## src/rtl/core/hcol_pkg.sv

```systemverilog
// ----------------------------------------------------------------------------
// hcol_pkg: shared types and constants for the hit-count ordered list
// Transaction payloads, status and kind codes, cell control and cell status.
// ----------------------------------------------------------------------------
package hcol_pkg;

   localparam int HANDLE_W       = 16;
   localparam int COUNT_W        = 32;
   localparam int POS_W          = 6;
   localparam int TOTAL_W        = 7;
   localparam int STATUS_W       = 2;
   localparam int DEF_LIST_DEPTH = 64;

   localparam logic KIND_INSERT  = 1'b0;
   localparam logic KIND_PROMOTE = 1'b1;

   localparam logic [STATUS_W-1:0] STATUS_OK   = 2'd0;
   localparam logic [STATUS_W-1:0] STATUS_FULL = 2'd1;
   localparam logic [STATUS_W-1:0] STATUS_MISS = 2'd2;

   typedef struct packed {
      logic                kind;
      logic [HANDLE_W-1:0] entry_handle;
      logic [COUNT_W-1:0]  hit_count;
   } req_type;

   typedef struct packed {
      logic [POS_W-1:0]    position;
      logic [TOTAL_W-1:0]  entry_total;
      logic [HANDLE_W-1:0] head_handle;
      logic [HANDLE_W-1:0] tail_handle;
      logic [STATUS_W-1:0] status;
   } rsp_type;

   // command broadcast to every cell; only the cell under the cursor acts
   typedef struct packed {
      logic shift;   // take the upper neighbor's entry
      logic load;    // take the key entry
   } cell_cmd_type;

   // per-cell report, zero unless the cursor points at or just below the cell
   typedef struct packed {
      logic                hit;        // cell under the cursor holds the key handle
      logic                up_lt;      // cell above the cursor has count below the key
      logic [HANDLE_W-1:0] up_handle;  // handle of the cell above the cursor
   } cell_stat_type;

endpackage

```

## src/rtl/core/hcol_cell.sv

```systemverilog
// ----------------------------------------------------------------------------
// hcol_cell: one slot of the ordered list
// Holds a handle and a count, takes its upper neighbor's entry or the key.
// ----------------------------------------------------------------------------
module hcol_cell
   import hcol_pkg::*;
#(
   parameter int IDX_W      = 6,
   parameter int CELL_INDEX = 0
) (
   input  logic                clock,
   input  logic [IDX_W-1:0]    idx,
   input  cell_cmd_type        cmd,
   input  logic [HANDLE_W-1:0] key_handle,
   input  logic [COUNT_W-1:0]  key_count,
   input  logic [HANDLE_W-1:0] prev_handle,
   input  logic [COUNT_W-1:0]  prev_count,
   output logic [HANDLE_W-1:0] handle,
   output logic [COUNT_W-1:0]  count,
   output cell_stat_type       stat
);

   logic [HANDLE_W-1:0] handle_ff, handle_in;
   logic [COUNT_W-1:0]  count_ff, count_in;
   logic                at_cursor;
   logic                above_cursor;

   assign at_cursor    = (idx == IDX_W'(CELL_INDEX));
   assign above_cursor = ({1'b0, idx} == (IDX_W+1)'(CELL_INDEX + 1));

   always_comb begin
      handle_in = handle_ff;
      count_in  = count_ff;
      if (at_cursor && cmd.shift) begin
         handle_in = prev_handle;
         count_in  = prev_count;
      end else if (at_cursor && cmd.load) begin
         handle_in = key_handle;
         count_in  = key_count;
      end
   end

   always_ff @(posedge clock) begin
      handle_ff <= handle_in;
      count_ff  <= count_in;
   end

   assign handle         = handle_ff;
   assign count          = count_ff;
   assign stat.hit       = at_cursor && (handle_ff == key_handle);
   assign stat.up_lt     = above_cursor && (count_ff < key_count);
   assign stat.up_handle = above_cursor ? handle_ff : '0;

endmodule

```

## config.mk

```make
export PLATFORM = sky130hd
export DESIGN_NAME = hcol_cell
export DESIGN_NICKNAME = d
export VERILOG_FILES = /design/src/rtl/core/hcol_pkg.sv /design/src/rtl/core/hcol_cell.sv
export SDC_FILE = /design/constraint.sdc
export NUM_CORES = 1
export LEC_CHECK = 0
export BUFFER_PORTS_ARGS = -buffer_cell sky130_fd_sc_hd__buf_2
export CELL_PAD_IN_SITES_DETAIL_PLACEMENT = 0
export CELL_PAD_IN_SITES_GLOBAL_PLACEMENT = 2
export CORE_AREA = 2 2 109 111
export DETAILED_ROUTE_END_ITERATION = 10
export DIE_AREA = 0 0 111 113
export PLACE_DENSITY_LB_ADDON = 0.1
export SETUP_SLACK_MARGIN = 0.15
export SLEW_MARGIN = 5
export SYNTH_ARGS = -nofsm -noshare
export SYNTH_HDL_FRONTEND = slang
export SYNTH_SLANG_ARGS = --single-unit
```

## constraint.sdc

```tcl
create_clock -name clock -period 7.6 [get_ports clock]
set_input_delay 1.14 -clock clock [delete_from_list [all_inputs] [get_ports clock]]
set_output_delay 1.14 -clock clock [all_outputs]
set_load 0.01 [all_outputs]
```

==> results of run 1 <==
==> layer usage <==
layer,vias up,track usage (%)
met5,-,0
met4,0,2.25
met3,4,4.45
met2,97,22.9
met1,1201,16.3
li1,1378,-
==> kinds of logic (layout without fill, tap and decap cells) <==
logic type,Yosys count,count (layout)
fa+ha+maj,31,31
compound gates,58,58
flops,48,48
xor+xnor,16,16
buf+inv,42,212
mux,17,17
simple gates,83,83
==> cell usage after synthesis (2+ instances only) <==
cell and instances:
o21ai_0 30, a21oi_1 13, buf_2 4, buf_6 3, o21ai_2 9, xnor2_1 8, mux2_2 8, nor2_1 3
nand3_1 2, and2_1 17, ha_1 31, nor4_1 2, mux2_1 9, xor2_1 8, nor3_1 3, nand2_1 44
edfxtp_1 48, inv_1 32, nand4_1 6
==> state kept, by name, indices dropped and copies added, names as in the netlist <==
signal,cells
handle,16
count,32
==> worst max-delay path, stage by stage <==
cell and delay [ns]:
buf_2 0.09, or4_4 0.55, nor3b_4 0.55, nor4b_1 0.37, o2111ai_1 0.18, nand2_1 0.10
buf_2 0.13
==> power by group <==
part           switching [mW]  internal, mW  leakage (nW)
combinational          0.0335        0.0402          1.45
clock                  0.0991         0.122        0.0655
sequential            0.00155         0.294         0.432
==> per-stage QoR <==
stage / total power, mW / worst slack, ns / hold slack (ns)
final: 0.590 / 3.34 / 1.12
after floorplan: 0.338 / 4.03 / 1.33
after global placement: 0.376 / 3.45 / 1.41
after global routing: 0.621 / 3.12 / 1.13
after detailed placement: 0.376 / 3.22 / 1.42
after CTS: 0.599 / 3.22 / 1.12
==> layout make-up <==
class | count | area share, %
multi-input combinational | 205 | 35.1
tap | 143 | 4.23
clock buffer | 7 | 3.14
sequential | 48 | 34.1
clock inverter | 1 | 0.0888
inverter | 32 | 2.84
timing repair buffer | 172 | 20.5
==> path summary, 6_finish.rpt <==
check	startpoint	slack [ns]	end
worst max-delay path	idx[1]	3.34	stat[16]
worst min-delay path	prev_count[27]	1.12	count[27]
==> metrics.yaml, run 1 <==
status:
  outcome: "finished, final reports clean"
detailed_routing:
  vias: 2680
  drt-initial-drc-count: 100
  drtAntennaViolNets: 0
  dr_wl_met2_um: 3990
  wl_um: 8380
  drt_pass1_iterations: 4
  vias_per_cell: 4.41
  met3_length_um: 675
  post_drt_wl_per_cell_um: 13.8
  maxUsedRoutingLayer: "met4"
  wl_met1_um: 3660
  drc: 0
yosys:
  synth.cell_area_sq_mm: 0.00312
  synth_top_area_share_pct: 46.2
  synth_compound_gate_area_share_pct: 11.0
  synthAdderAreaFrac_pct: 12.4
  synthCells: 295
  synth-seq-area-share_pct: 46.2
  synth_edf_count: 48
  synth_cell_types: 34
  synth_area_per_cell_sq_um: 10.6
  synth_nets: 431
  synthTopCellsByArea: "edfxtp_1 46%, ha_1 12%, nand2_1 5.3%"
  synth_top_area_cell: "edfxtp_1"
  yosys.area_share.simple_pct: 13.5
  synthFlopType: "edfxtp_1"
  yosys_register_bits: 48
  synth_xor_area_share_pct: 4.50
  synth_top_family_by_area: "simple AND/OR/NAND/NOR gates"
  ys_warn_count: 0
  synth_mux_area_share_pct: 6.14
  synth-async-reset-ratio_pct: 0
finish:
  nets: 600
  drive_gt1_share_pct: 42.8
  final_core_util_pct: 37.5
  stdcell_area_sq_mm: 0.00423
  multi_input_area_sq_mm: 0.00149
  areaGrowthSynthToFinish_pct: 35.6
  final_common_cell: "buf_2"
  final_cell_mix: "170 x buf_2, 48 x edfxtp_1, 44 x nand2_1"
  regArea_sq_mm: 0.00144
  instances_no_fill: 608
  n_fill_cell: 1202
  n_antenna_cell: 0
global_route:
  track_usage_pct: 13.2
  grt_pass1_wl_um: 13300
  antenna_found_initial: 0
  grt_max_degree: 57
  grt_pass1_vias: 2749
  overflow: 0
cts:
  cts-root-buf: "clkbuf_16"
  ctsResizeCount: 0
  cts-htree-levels: 2
  clk_pin_slew_ns: 0.07
  clock_path_buffers: 2
  cts_tree: "done"
  cts_made_buffers: 5
  clock-sinks: 48
  hold_buffers: 0
  postCtsSetupBuffers: 0
floorplan:
  start_util_pct: 27.7
  core_sq_mm: 0.0113
  rows: 39
  pin_count: 171
  dieWidth_um: 111
  dieArea_sq_mm: 0.0125
  die_height_um: 113
sta:
  setup_viol: 0
  drv_slew: 0
  tns_ns: 0
  tightestPinTransition_ns: 0.703
  rsz0062_at_grt: "false"
  max_slew_margin_pct: 53.2
  finalCritPeriodShare_pct: 56.1
  hold_viol: 0
  fin_crit_ns: 4.26
  fmax_mhz: 235
pwr:
  irDropWorstVdd_mv: 0.0940
  leakage_nw: 1.95
  power_density_mw_per_mm2: 140
worst_setup_path:
  critPathLaunchType: "input pin"
  cp.arrival_ns: 3.12
  critical_path_class: "input pin to primary output"
  endpoint_kind: "primary output"
  required_ns: 6.46
  crit_fanout: 18
placed_design:
  port_buffers: 170
  placed_area_sq_mm: 0.00409
  dp_hpwl_um: 6470
  placed_cells: 600
  gp_congestion: 0.727
worst_hold_path:
  hold_class: "input pin to register"
  whs_path_depth: 3
run:
  cap_violations: 0
No activity file was read; power rests on OpenSTA's default activity.
==> inputs of run 2 (changes only) <==
--- a/config.mk
+++ b/config.mk
@@ -8,9 +8,9 @@
 export BUFFER_PORTS_ARGS = -buffer_cell sky130_fd_sc_hd__buf_2
 export CELL_PAD_IN_SITES_DETAIL_PLACEMENT = 0
 export CELL_PAD_IN_SITES_GLOBAL_PLACEMENT = 2
-export CORE_AREA = 2 2 109 111
+export CORE_AREA = 2 2 113 115
 export DETAILED_ROUTE_END_ITERATION = 10
-export DIE_AREA = 0 0 111 113
+export DIE_AREA = 0 0 115 117
 export PLACE_DENSITY_LB_ADDON = 0.1
 export SETUP_SLACK_MARGIN = 0.15
 export SLEW_MARGIN = 5
==> constraint.sdc (replaced) <==
create_clock -name clock -period 4 [get_ports clock]
set_input_delay 0.6 -clock clock [delete_from_list [all_inputs] [get_ports clock]]
set_output_delay 0.6 -clock clock [all_outputs]
set_load 0.01 [all_outputs]
==> metrics.yaml, run 2 (synthesis results as in run 1) <==
global_route:
  antenna_found_initial: 0
  grt_max_degree: 56
  met3_usage_pct: 4.63
  grt_pass1_wl_um: 13000
  track_usage_pct: 12.7
  use_met2_pct: 21.4
  overflow: 0
  grt_pass1_vias: 2601
  grt_use_met1_pct: 15.2
  grt_busiest_layer: "met2"
worst_setup_path:
  endpoint_kind: "primary output"
  cp_cell_sequence: "buf_2, or4_4, nor3b_4, nor4b_1, o2111ai_1, nand2_1, buf_2"
  cpPeakStageDelay_ns: 0.55
  crit_buf_inv: 2
  critPathLaunchType: "input pin"
  critical_path_class: "input pin to primary output"
  crit_slowest_cell: "or4_4"
  critPathTopFamily: "simple AND/OR/NAND/NOR gates"
  cp.arrival_ns: 2.60
  required_ns: 3.40
  path_common_cell: "buf_2"
  crit_fanout: 18
worst_hold_path:
  hold_class: "input pin to register"
cts:
  clock-sinks: 48
  ctsResizeCount: 0
  postCtsSetupBuffers: 0
  cts_made_buffers: 5
  cts-root-buf: "clkbuf_16"
  hold_buffers: 0
  cts-htree-levels: 2
  cts_tree: "done"
  clk_pin_slew_ns: 0.07
  clock_path_buffers: 2
sta:
  fmax_mhz: 313
  fin_crit_ns: 3.20
  setup_ws_ns: 0.803
  rsz0062_at_grt: "false"
  finalCritPeriodShare_pct: 79.9
  tightestPinTransition_ns: 0.602
  hold_viol: 0
  tns_ns: 0
  setup_viol: 0
  max_slew_margin_pct: 59.8
  drv_slew: 0
pwr:
  irDropWorstVdd_mv: 0.134
  leakage_nw: 1.96
  switchingPower_mw: 0.260
  intPower_mw: 0.866
  comb_power_share_pct: 12.5
  power_density_mw_per_mm2: 264
  pwr-share-clk_pct: 37.7
  swShare_pct: 23.0
  seqPwrFrac_pct: 49.9
finish:
  largest_reg_flops: 32
  n_antenna_cell: 0
  n_fill_cell: 1324
  final_common_cell: "buf_2"
  multi_input_area_sq_mm: 0.00149
  final_core_util_pct: 34.7
  nets: 601
  final_cell_mix: "170 x buf_2, 48 x edfxtp_1, 44 x nand2_1"
  drive_gt1_share_pct: 42.9
  regArea_sq_mm: 0.00144
  areaGrowthSynthToFinish_pct: 37.0
detailed_routing:
  vias_per_cell: 4.39
  drc: 0
  wl_um: 8560
  post_drt_wl_per_cell_um: 13.9
  drt-initial-drc-count: 108
  drt_pass1_iterations: 4
  vias: 2706
  drtAntennaViolNets: 0
placed_design:
  dp_hpwl_um: 6760
  pre_cts_slack_ns: 0.732
  port_buffers: 170
  gp_congestion: 0.719
status:
  outcome: "finished, final reports clean"
floorplan:
  dieArea_sq_mm: 0.0135
  start_util_pct: 25.3
  dieWidth_um: 115
  rows: 41
  die_height_um: 117
  core_sq_mm: 0.0123
  pin_count: 171
run:
  cap_violations: 0
[run 2: power by group through the flow]
stage	sequential, mW	clock, mW	combinational (mW)
after floorplan	0.575	0	0.0669
after global placement	0.573	0	0.142
after detailed placement	0.573	0	0.143
after CTS	0.561	0.450	0.143
after global routing	0.562	0.462	0.162
final	0.562	0.424	0.140
[run 2: path summary, 6_finish.rpt]
path  slack (ns)  cells past startpoint      startpoint        end
min         0.57                      3  prev_count[26]  count[26]
max         0.80                      7          idx[1]   stat[16]
[run 2: metrics by stage]
step	area, sq um	hold slack, ns	total power [mW]	cells
5_1_grt	4270	0.576	1.19	616
4_1_cts	4270	0.562	1.15	616
3_3_place_gp	4130	0.874	0.714	608
3_5_place_dp	4130	0.878	0.715	608
2_1_floorplan	3120	0.787	0.642	295
6_report	4270	0.574	1.13	616
[run 2: routing by layer]
| metal | wire (um) | up-vias |
|---|---|---|
| met4 | 88 | 0 |
| met2 | 3940 | 108 |
| met5 | 0 | - |
| met3 | 812 | 7 |
| li1 | - | 1380 |
| met1 | 3720 | 1211 |
[run 2: layout make-up]
type / instances / area share, %
clock buffer: 7 / 3.11
clock inverter: 1 / 0.0879
inverter: 32 / 2.81
multi-input combinational: 205 / 34.8
sequential: 48 / 33.8
tap: 150 / 4.40
timing repair buffer: 173 / 21.0
==> inputs of run 3 (changes only) <==
--- a/config.mk
+++ b/config.mk
@@ -8,9 +8,9 @@
 export BUFFER_PORTS_ARGS = -buffer_cell sky130_fd_sc_hd__buf_2
 export CELL_PAD_IN_SITES_DETAIL_PLACEMENT = 0
 export CELL_PAD_IN_SITES_GLOBAL_PLACEMENT = 2
-export CORE_AREA = 2 2 113 115
+export CORE_AREA = 2 2 120 122
 export DETAILED_ROUTE_END_ITERATION = 10
-export DIE_AREA = 0 0 115 117
+export DIE_AREA = 0 0 122 124
 export PLACE_DENSITY_LB_ADDON = 0.1
 export SETUP_SLACK_MARGIN = 0.15
 export SLEW_MARGIN = 5
==> constraint.sdc (replaced) <==
create_clock -name clock -period 2.66 [get_ports clock]
set_input_delay 0.399 -clock clock [delete_from_list [all_inputs] [get_ports clock]]
set_output_delay 0.399 -clock clock [all_outputs]
set_load 0.01 [all_outputs]
==> metrics.yaml, run 3 (synthesis results as in run 1) <==
sta:
  tns_ns: 0
  fmax_mhz: 418
  hold_viol: 0
  setup_ws_ns: 0.270
  rsz0062_at_grt: "true"
  max_slew_margin_pct: 77.4
  tightestPinTransition_ns: 0.338
  finalCritPeriodShare_pct: 89.9
  drv_slew: 0
  setup_viol: 0
  fin_crit_ns: 2.39
  holdWs_ns: 0.372
worst_hold_path:
  min_to: "count[26]"
  whs_path_depth: 3
  hold_class: "input pin to register"
  min_from: "prev_count[26]"
finish:
  areaGrowthSynthToFinish_pct: 41.7
  final_common_cell: "buf_2"
  final_cell_mix: "170 x buf_2, 48 x edfxtp_1, 44 x nand2_1"
  largest_reg_flops: 32
  drive_gt1_share_pct: 45.3
  n_antenna_cell: 0
  nets: 605
  stdcell_area_sq_mm: 0.00442
cts:
  cts_made_buffers: 5
  cts_tree: "done"
  cts-htree-levels: 2
  clock_path_buffers: 2
  clock-sinks: 48
  cts-root-buf: "clkbuf_16"
  clk_pin_slew_ns: 0.07
  hold_buffers: 0
floorplan:
  pin_count: 171
  dieArea_sq_mm: 0.0151
  start_util_pct: 22.7
  die_height_um: 124
  dieWidth_um: 122
  rows: 43
  core_sq_mm: 0.0137
run:
  cap_violations: 0
worst_setup_path:
  endpoint_kind: "primary output"
  required_ns: 2.26
  crit_fanout: 3
  critPathLaunchType: "register"
  critical_path_class: "register to primary output"
  cp.arrival_ns: 1.99
pwr:
  pwr-share-clk_pct: 37.3
  comb_power_share_pct: 13.1
  power_density_mw_per_mm2: 386
  swShare_pct: 23.3
  intPower_mw: 1.31
  switchingPower_mw: 0.398
  irDropWorstVdd_mv: 0.195
  leakage_nw: 1.99
  seqPwrFrac_pct: 49.5
  power_mw: 1.71
global_route:
  grt_max_degree: 28
  grt_pass1_wl_um: 13500
  antenna_found_initial: 0
  grt_pass1_vias: 2716
  track_usage_pct: 11.8
  overflow: 0
placed_design:
  dp_hpwl_um: 7310
  port_buffers: 170
  pre_cts_slack_ns: 0.164
  placed_area_sq_mm: 0.00420
  gp_congestion: 0.727
detailed_routing:
  wl_um: 9100
  vias_per_cell: 4.19
  drt-initial-drc-count: 80
  vias: 2726
  drtAntennaViolNets: 0
  post_drt_wl_per_cell_um: 14.0
  drc: 0
  drt_pass1_iterations: 4
status:
  outcome: "finished, final reports clean"
## run 3: changes by cell type in the layout (fill, tap and decap cells not counted), sizes merged
cell  delta
buf      +4
## run 3: metrics by stage
step / instances / utilization (%)
2_1_floorplan: 295 / -
5_1_grt: 650 / 32.2
4_1_cts: 650 / 31.7
3_3_place_gp: 642 / 30.6
6_report: 650 / 32.2
3_5_place_dp: 642 / 30.6
## run 3: how the worst max path moves through the flow
stage	start	cells after the start	slack, ns	end
after floorplan	idx[1]	3	0.46	count[0]
final	count[19]	7	0.27	stat[16]
after CTS	count[22]	7	0.17	stat[16]
after detailed placement	idx[1]	7	0.16	stat[16]
after global placement	key_count[23]	9	0.31	stat[16]
after global routing	count[19]	7	0.13	stat[16]
## run 3: critical path: stages (launching register included)
cell and delay [ns]:
edfxtp_1 0.43, ha_4 0.30, nand4_1 0.14, nor3_2 0.29
nand2_1 0.13, o2111ai_2 0.19, nand2_1 0.07, buf_2 0.14
## run 3: power by group through the flow
stage | registers (mW) | logic (mW) | clock network [mW]
after floorplan | 0.864 | 0.101 | 0
after global placement | 0.861 | 0.218 | 0
after detailed placement | 0.861 | 0.220 | 0
after CTS | 0.844 | 0.223 | 0.677
after global routing | 0.845 | 0.255 | 0.698
final | 0.845 | 0.224 | 0.637
## run 3: per-layer routing
layer / GRT usage [%] / wire, um
met1: 13.9 / 3810
met2: 20.4 / 4370
met3: 4.12 / 812
met4: 3.45 / 98
met5: 0 / 0
## run 3: area by class of cell
type | count | area (sq um)
fillers | 1488 | 9300
multi-input cells | 205 | 1570
flip-flops and latches | 48 | 1440
repair buffers | 177 | 928
well taps | 180 | 225
clock buffers | 7 | 133
inverters | 32 | 120
clock inverters | 1 | 3.75
## run 3: repair_timing
| action | CTS | global route |
|---|---|---|
| setup endpoints to repair | 1 | 1 |
| buffers inserted | 0 | 0 |
| pin swaps | 0 | 6 |
| gates resized for setup | 3 | 8 |
